===== src/design/assert_macros.svh =====
// Assertion macros used by the message hasher.
`ifndef ASSERT_MACROS_SVH
`define ASSERT_MACROS_SVH
`ifndef SYNTHESIS
`define ASSERT_IMPLIES(label, clk, rst_n, pre, post) \
    label: assert property (@(posedge clk) disable iff (!rst_n) (pre) |-> (post)) \
        else $error("assertion failed");
`define ASSERT_NEXT(label, clk, rst_n, pre, post) \
    label: assert property (@(posedge clk) disable iff (!rst_n) (pre) |=> (post)) \
        else $error("assertion failed");
`else
`define ASSERT_IMPLIES(label, clk, rst_n, pre, post)
`define ASSERT_NEXT(label, clk, rst_n, pre, post)
`endif
`endif


===== src/design/sha256_pkg.sv =====
// Package with payload types, state codes and SHA-256 constants.
package sha256_pkg;

    typedef struct packed {
        logic [7:0] byte_value;
        logic       has_byte;
        logic       is_final;
    } in_word_t;

    typedef struct packed {
        logic [31:0] digest_word;
        logic [2:0]  word_index;
        logic        last_word;
    } out_word_t;

    typedef enum logic [2:0] {
        ST_IDLE,
        ST_PAD,
        ST_LOAD,
        ST_RUN,
        ST_FOLD,
        ST_OUT
    } state_t;

    // Control from the sequencer to the round unit.
    typedef struct packed {
        logic       load;
        logic       step;
        logic       fold;
        logic       clear;
        logic [5:0] round;
    } round_ctl_t;

    localparam logic [31:0] IV [8] = '{
        32'h6a09e667, 32'hbb67ae85, 32'h3c6ef372, 32'ha54ff53a,
        32'h510e527f, 32'h9b05688c, 32'h1f83d9ab, 32'h5be0cd19
    };

    localparam logic [31:0] KROM [64] = '{
        32'h428a2f98, 32'h71374491, 32'hb5c0fbcf, 32'he9b5dba5,
        32'h3956c25b, 32'h59f111f1, 32'h923f82a4, 32'hab1c5ed5,
        32'hd807aa98, 32'h12835b01, 32'h243185be, 32'h550c7dc3,
        32'h72be5d74, 32'h80deb1fe, 32'h9bdc06a7, 32'hc19bf174,
        32'he49b69c1, 32'hefbe4786, 32'h0fc19dc6, 32'h240ca1cc,
        32'h2de92c6f, 32'h4a7484aa, 32'h5cb0a9dc, 32'h76f988da,
        32'h983e5152, 32'ha831c66d, 32'hb00327c8, 32'hbf597fc7,
        32'hc6e00bf3, 32'hd5a79147, 32'h06ca6351, 32'h14292967,
        32'h27b70a85, 32'h2e1b2138, 32'h4d2c6dfc, 32'h53380d13,
        32'h650a7354, 32'h766a0abb, 32'h81c2c92e, 32'h92722c85,
        32'ha2bfe8a1, 32'ha81a664b, 32'hc24b8b70, 32'hc76c51a3,
        32'hd192e819, 32'hd6990624, 32'hf40e3585, 32'h106aa070,
        32'h19a4c116, 32'h1e376c08, 32'h2748774c, 32'h34b0bcb5,
        32'h391c0cb3, 32'h4ed8aa4a, 32'h5b9cca4f, 32'h682e6ff3,
        32'h748f82ee, 32'h78a5636f, 32'h84c87814, 32'h8cc70208,
        32'h90befffa, 32'ha4506ceb, 32'hbef9a3f7, 32'hc67178f2
    };

    function automatic logic [31:0] ror(input logic [31:0] v, input int n);
        ror = (v >> n) | (v << (32 - n));
    endfunction

endpackage


===== src/design/sha256_round.sv =====
// Shared round unit: message schedule window, working variables and chaining value.
module sha256_round (
    input  logic                   clk,
    input  logic                   rst_n,
    input  sha256_pkg::round_ctl_t ctl,
    input  logic [511:0]           block,
    output logic [255:0]           hash
);
    import sha256_pkg::*;

    logic [31:0] w_reg [16];
    logic [31:0] w_next [16];
    logic [31:0] v_reg [8];
    logic [31:0] v_next [8];
    logic [31:0] h_reg [8];
    logic [31:0] h_next [8];
    logic [31:0] s0, s1, wn, big0, big1, ch, maj, p, q;

    // Load, or one round with the schedule word for round+16; also fold and clear.
    always_comb
    begin
        s0   = ror(w_reg[1], 7) ^ ror(w_reg[1], 18) ^ (w_reg[1] >> 3);
        s1   = ror(w_reg[14], 17) ^ ror(w_reg[14], 19) ^ (w_reg[14] >> 10);
        wn   = s1 + w_reg[9] + s0 + w_reg[0];
        big1 = ror(v_reg[4], 6) ^ ror(v_reg[4], 11) ^ ror(v_reg[4], 25);
        ch   = (v_reg[4] & v_reg[5]) ^ (~v_reg[4] & v_reg[6]);
        big0 = ror(v_reg[0], 2) ^ ror(v_reg[0], 13) ^ ror(v_reg[0], 22);
        maj  = (v_reg[0] & v_reg[1]) ^ (v_reg[0] & v_reg[2]) ^ (v_reg[1] & v_reg[2]);
        p    = v_reg[7] + big1 + ch + KROM[ctl.round] + w_reg[0];
        q    = big0 + maj;
        w_next = w_reg;
        v_next = v_reg;
        h_next = h_reg;
        if (ctl.load)
        begin
            for (int i = 0; i < 16; i++)
                w_next[i] = block[511 - 32*i -: 32];
            v_next = h_reg;
        end
        else if (ctl.step)
        begin
            for (int i = 0; i < 15; i++)
                w_next[i] = w_reg[i+1];
            w_next[15] = wn;
            v_next[7] = v_reg[6];
            v_next[6] = v_reg[5];
            v_next[5] = v_reg[4];
            v_next[4] = v_reg[3] + p;
            v_next[3] = v_reg[2];
            v_next[2] = v_reg[1];
            v_next[1] = v_reg[0];
            v_next[0] = p + q;
        end
        if (ctl.fold)
            for (int i = 0; i < 8; i++)
                h_next[i] = h_reg[i] + v_reg[i];
        if (ctl.clear)
            h_next = IV;
    end

    always_ff @(posedge clk or negedge rst_n)
    begin
        if (!rst_n)
            h_reg <= IV;
        else
            h_reg <= h_next;
    end

    always_ff @(posedge clk)
    begin
        w_reg <= w_next;
        v_reg <= v_next;
    end

    always_comb
    begin
        for (int i = 0; i < 8; i++)
            hash[255 - 32*i -: 32] = h_reg[i];
    end
endmodule


===== src/design/sha256_message_hasher.sv =====
// Top level: byte packing, padding sequencer and digest output.
//
//  channel | dir | payload    | handshake
//  in_*    | in  | in_word_t  | in_valid / in_ready
//  out_*   | out | out_word_t | out_valid / out_ready
//
// The word that fills a block is followed by load, 64 rounds and fold in the
// shared round unit. A final word adds one or two tail blocks, each preceded
// by a padding step, and then eight output words, each held until taken.
// Reset clears the chaining value to the initial hash and the counters to zero.
`include "assert_macros.svh"
module sha256_message_hasher (
    input  logic                  clk,
    input  logic                  rst_n,
    input  logic                  in_valid,
    output logic                  in_ready,
    input  sha256_pkg::in_word_t  in_data,
    output logic                  out_valid,
    input  logic                  out_ready,
    output sha256_pkg::out_word_t out_data
);
    import sha256_pkg::*;

    state_t      state_reg, state_next;
    logic [31:0] buf_reg [16];
    logic [31:0] buf_next [16];
    logic [63:0] cnt_reg, cnt_next;
    logic [5:0]  pos_reg, pos_next;
    logic [5:0]  rnd_reg, rnd_next;
    logic        fin_reg, fin_next;   // padding pending after this block
    logic        two_reg, two_next;   // length still needs its own block
    logic [2:0]  oidx_reg, oidx_next;
    logic [511:0] block;
    logic [255:0] hash;
    round_ctl_t  ctl;
    logic        acc;
    logic        last_acc;

    assign acc = in_valid && in_ready;
    assign last_acc = out_valid && out_ready && out_data.last_word;

    always_comb
    begin
        for (int i = 0; i < 16; i++)
            block[511 - 32*i -: 32] = buf_reg[i];
    end

    sha256_round u_round (
        .clk   (clk),
        .rst_n (rst_n),
        .ctl   (ctl),
        .block (block),
        .hash  (hash)
    );

    // Next state.
    always_comb
    begin
        state_next = state_reg;
        case (state_reg)
            ST_IDLE:
                if (acc)
                begin
                    if (in_data.has_byte && pos_reg == 6'd63)
                        state_next = ST_LOAD;
                    else if (in_data.is_final)
                        state_next = ST_PAD;
                end
            ST_PAD:  state_next = ST_LOAD;
            ST_LOAD: state_next = ST_RUN;
            ST_RUN:  if (rnd_reg == 6'd63) state_next = ST_FOLD;
            ST_FOLD:
                if (fin_reg || two_reg)
                    state_next = ST_PAD;
                else if (cnt_reg[0])
                    state_next = ST_OUT;
                else
                    state_next = ST_IDLE;
            ST_OUT:  if (out_ready && oidx_reg == 3'd7) state_next = ST_IDLE;
            default: state_next = ST_IDLE;
        endcase
    end

    // Datapath and outputs. cnt_reg[0] flags that the digest is due.
    always_comb
    begin
        buf_next  = buf_reg;
        cnt_next  = cnt_reg;
        pos_next  = pos_reg;
        rnd_next  = rnd_reg;
        fin_next  = fin_reg;
        two_next  = two_reg;
        oidx_next = oidx_reg;
        ctl       = '0;
        ctl.round = rnd_reg;
        in_ready  = (state_reg == ST_IDLE);
        out_valid = (state_reg == ST_OUT);
        out_data.digest_word = hash[255 - 32*oidx_reg -: 32];
        out_data.word_index  = oidx_reg;
        out_data.last_word   = (oidx_reg == 3'd7);
        case (state_reg)
            ST_IDLE:
                if (acc)
                begin
                    if (in_data.has_byte)
                    begin
                        buf_next[pos_reg[5:2]][31 - 8*pos_reg[1:0] -: 8] = in_data.byte_value;
                        cnt_next = cnt_reg + 64'd8;
                        pos_next = pos_reg + 6'd1;
                    end
                    fin_next = in_data.is_final;
                    rnd_next = '0;
                end
            ST_PAD:
            begin
                // Marker unless two_reg, zero fill, length if room remains.
                for (int w = 0; w < 16; w++)
                begin
                    for (int l = 0; l < 4; l++)
                    begin
                        if (6'(4*w + l) == pos_reg && !two_reg)
                            buf_next[w][31 - 8*l -: 8] = 8'h80;
                        else if (6'(4*w + l) > pos_reg || two_reg)
                            buf_next[w][31 - 8*l -: 8] = 8'h00;
                    end
                end
                if (pos_reg < 6'd56 || two_reg)
                begin
                    buf_next[14] = cnt_reg[63:32];
                    buf_next[15] = cnt_reg[31:0];
                    two_next = 1'b0;
                    fin_next = 1'b0;
                    cnt_next[0] = 1'b1;
                end
                else
                begin
                    two_next = 1'b1;
                    fin_next = 1'b0;
                end
            end
            ST_LOAD:
            begin
                // The block register now holds the complete block.
                ctl.load = 1'b1;
                rnd_next = '0;
            end
            ST_RUN:
            begin
                ctl.step = 1'b1;
                rnd_next = rnd_reg + 6'd1;
            end
            ST_FOLD:
            begin
                ctl.fold = 1'b1;
                rnd_next = '0;
            end
            ST_OUT:
                if (out_ready)
                begin
                    oidx_next = oidx_reg + 3'd1;
                    if (oidx_reg == 3'd7)
                    begin
                        ctl.clear = 1'b1;
                        cnt_next = '0;
                        pos_next = '0;
                    end
                end
            default: ;
        endcase
    end

    always_ff @(posedge clk or negedge rst_n)
    begin
        if (!rst_n)
        begin
            state_reg <= ST_IDLE;
            cnt_reg   <= '0;
            pos_reg   <= '0;
            rnd_reg   <= '0;
            fin_reg   <= 1'b0;
            two_reg   <= 1'b0;
            oidx_reg  <= '0;
        end
        else
        begin
            state_reg <= state_next;
            cnt_reg   <= cnt_next;
            pos_reg   <= pos_next;
            rnd_reg   <= rnd_next;
            fin_reg   <= fin_next;
            two_reg   <= two_next;
            oidx_reg  <= oidx_next;
        end
    end

    always_ff @(posedge clk)
    begin
        buf_reg <= buf_next;
    end

    `ASSERT_IMPLIES(a_no_out_when_busy, clk, rst_n, out_valid, !in_ready)
    `ASSERT_NEXT(a_clear_after_last, clk, rst_n, last_acc, pos_reg == 6'd0 && cnt_reg == 64'd0)
    `ASSERT_IMPLIES(a_run_counts, clk, rst_n, state_reg == ST_FOLD, rnd_reg == 6'd0)
endmodule


===== config.mk =====
export PLATFORM = sky130hd
export DESIGN_NAME = sha256_message_hasher
export DESIGN_NICKNAME = d
export VERILOG_FILES = /design/src/design/sha256_pkg.sv /design/src/design/sha256_round.sv /design/src/design/sha256_message_hasher.sv
export VERILOG_INCLUDE_DIRS = /design/src /design/src/design
export SDC_FILE = /design/constraint.sdc
export NUM_CORES = 2
export LEC_CHECK = 0
export BUFFER_PORTS_ARGS = -buffer_cell sky130_fd_sc_hd__buf_2
export CELL_PAD_IN_SITES_DETAIL_PLACEMENT = 0
export CELL_PAD_IN_SITES_GLOBAL_PLACEMENT = 1
export CORE_ASPECT_RATIO = 1.4
export CORE_UTILIZATION = 50
export CTS_CLUSTER_DIAMETER = 80
export DETAILED_ROUTE_END_ITERATION = 7
export PLACE_DENSITY = 0.76
export SYNTH_ARGS = -nofsm -noshare
export SYNTH_HDL_FRONTEND = slang
export SYNTH_SLANG_ARGS = --single-unit
export TNS_END_PERCENT = 1

===== constraint.sdc =====
create_clock -name clk -period 49.7 [get_ports clk]
set_clock_uncertainty 0.15 [all_clocks]
set_input_delay 9.94 -clock clk [delete_from_list [all_inputs] [get_ports clk]]
set_output_delay 9.94 -clock clk [all_outputs]
set_load 0.03 [all_outputs]

==> summary.md <==
| Metric | Value |
|---|---|
| Cts repair resizes | `0` |
| Sum Neg Setup Slack | `0 ns` |
| Final worst slack | `35.91 ns` |
| Initial Utilization | `50.4%` |
| Final GP Congestion | `between 1 and 1.5` |
| CTS root buf | `clkbuf_16` |
| Distinct cell type count after synthesis | `slightly above 100` |
| Worst path bufs/invs | `2` |
| Crit path max-delay family | `buffers and inverters` |
| First-pass iteration count of the detailed router | `6` |
| Worst path slowest cell | `dfrtp_4` |
| Total CTS buffers | `179` |
| CTS max path bufs | `4` |
| Fmax achieved | `72.5 MHz` |
| Syn-to-layout area delta | `8.80%` |
| Post-CTS setup repair buffer count | `0` |
| Hold Slack | `between 0.3 and 0.4 ns` |
| Post-synth EDFFs | `1280` |
| Req. time, crit path | `39.61 ns` |
| H-tree depth | `4` |
| Hold Path Class | `flip-flop to flip-flop` |
| Met2 wire len | `180000 µm` |
| Register area share after synthesis | `48.2%` |
| Crit Path Max Fanout | `43` |
| Nets | `approximately 10000` |
| CTS sink count | `1618` |
| Mapped Area | `97700 µm²` |
| Die height | `525 µm` |
| CP Data Arrival Time | `3.70 ns` |
| Async SR Flop Fraction | `about a fifth` |
| WS Path Type | `flip-flop to output pin` |
| Slew Limit Headroom | `~2.1%` |
| PortBufs | `roughly 50` |
| CTS tree | `yes` |
| Worst Setup End Kind | `output pin` |
| Clk slew on worst S/H paths | `0.06 ns` |
| Vias | `76600` |
| Crit-path cells | `buf_4 > mux4_2 > mux2_2 > buf_2` |
| Startpoint Class | `flip-flop` |
| Clock Latency Late Sink | `roughly 0.86 ns` |
| MaxCap Viol Count | `0` |
| Worst r2r src | `rnd_reg[0]` |
| Status | `complete, no violations` |
| Final setup violation count | `0` |
| Worst hold start | `u_round.w_reg[124]` |
| RSZ-0062 raised after global routing | `false` |
| Gr ovfl total | `0` |
| IO Pins | `52` |
| Avg Cell Area, Syn | `9.79 µm²` |
| Max incr delay on CP | `a little under 0.8 ns` |
| Initial DRC Count | `7092` |
| Initial antenna violation count | `9` |
| Pins Over Slew Limit | `0` |
| CP startpoint | `oidx_reg[0]` |
| Largest net degree at the start of global routing | `194` |
| DIE AREA | `~200000 µm²` |
| DIE WIDTH | `376 µm` |
| Final Core Density | `54.9%` |
| Syn_nets | `10600` |
| Core area | `194000 µm²` |
| GRT Total Usage | `between 30% and 40%` |
| Via/cell ratio | `6.09` |
| Synth Flop Type | `edfxtp_1` |
| # rows | `191` |
| Hpwl dp | `270000 µm` |
| Drt drc | `0` |
| Highest routed layer | `met5` |
| Antenna Nets Post-Route | `0` |
| Final period util | `27.7%` |
| Synthesized instance count | `9981` |
| Tmin final | `13.79 ns` |
| Metal1 wirelength | `129000 µm` |
| Worst slack, placed | `36.73 ns` |
| First-pass GRT wire length | `525000 µm` |
| Fin. Hold Viols | `0` |
| Ys Warns | `0` |
| Ratio of cells with drive above 1 in the final layout | `under 10%` |
| Hold buffer count at cts | `0` |
| Worst-Margin Slew | `1.47 ns` |
| Met3 routed WL | `20800 µm` |
| Vias in the first global route | `roughly 77000` |
| Yosys reg bits | `1618` |
| Routed WL per cell | `29.0 µm` |
| Final WL | `between 300000 and 400000 µm` |
[cell usage after synthesis, drive strengths merged, types with 12 or more instances]
cell type  instances  area, µm²
a211oi            60        465
o21ai            562       2830
mux2              41        462
a211o             14        123
xnor2            355       3110
xor2             251       2200
dfstp            136       3570
nand3            193        966
a221oi            12        111
a311oi            16        140
mux2i             35        350
o31ai             39        317
o21bai            40        300
buf               44        183
o21a              66        495
o211ai            25        188
and3              80        500
clkbuf           504       1890
nand4             28        190
nor2             578       2180
or2               12       75.1
nor2b             83        519
dfrtp            202       5050
ha               401       5020
a21oi            605       3040
a31oi             53        353
a21boi            17        131
inv              378       1420
nor3             150        767
a21o             174       1310
nand2           2547       9560
fa               195       3900
and2              83        519
o22ai             12       75.1
edfxtp          1280      38400
nand2b            71        444
o22a             346       3030
or3               41        257
mux4              74       1670
nor4              16        100
[worst min-delay path: stages, from the launching register on]
cell and delay [ns]:
edfxtp_1 0.32, nand2_1 0.05, nand2_1 0.05
[path summary, 6_finish.rpt]
kind                            cells after the start  slack, ns            endpoint
worst max-delay path                                4      35.91        out_data[35]
worst min-delay path                                2       0.32  u_round.w_reg[156]
worst max register to register                     35      37.59  u_round.v_reg[254]
worst min register to register                      2       0.32  u_round.w_reg[156]
max in group asynchronous                           4      37.79         cnt_reg[28]
min in group asynchronous                           1       8.86   u_round.hash[195]
[layout make-up]
class                      instances  area [µm²]
antenna                            6        15.0
clock buffer                     229        4850
clock inverter                    90         828
fill                           17400       87500
inverter                         381        1430
multi-input combinational       7434       47300
sequential                      1618       47100
tap                             2605        3260
timing repair buffer             214        1560
[through the flow]
step	instances	area [µm²]
global route	12600	106000
finish	12600	106000
global placement	12300	101000
detailed placement	12300	101000
CTS	12600	106000
floorplan	9981	97700
[cell usage in the layout (no fill, tap or decap), types with 74 or more instances in the layout]
cell and count:
nand2_1 2544, edfxtp_1 1280, a21oi_1 601, nor2_1 567
o21ai_0 534, ha_1 401, inv_1 377, xnor2_1 355
o22a_1 346, xor2_1 251, dfrtp_1 198, fa_1 195
nand3_1 192, clkbuf_16 182, a21o_1 174, buf_4 157
nor3_1 145, dfstp_2 136, nor2b_1 81, and3_1 79
and2_1 76, mux4_2 74
[logic make-up (layout without fill, tap and decap cells)]
family | after synthesis | in the layout | synth area share, %
buffers and inverters | 929 | 914 | 3.59
AND/OR/NAND/NOR | 3922 | 3922 | 16.8
other | 0 | 6 | 0
adder cells (fa/ha/maj) | 599 | 599 | 9.16
multiplexers | 150 | 150 | 2.54
XOR/XNOR | 607 | 607 | 5.45
flip-flops | 1618 | 1618 | 48.2
AO/OA/AOI/OAI | 2156 | 2156 | 14.3
[metal layers]
layer  up-vias  track usage [%]
met5         -                0
met1     37900             40.5
met2      2934             63.0
met4         6             29.2
met3       974             4.94
li1      34700                -
Power is left out: the tool's default activity adds up to more than one toggle a clock period on the data nets, which glitch-free logic cannot reach.
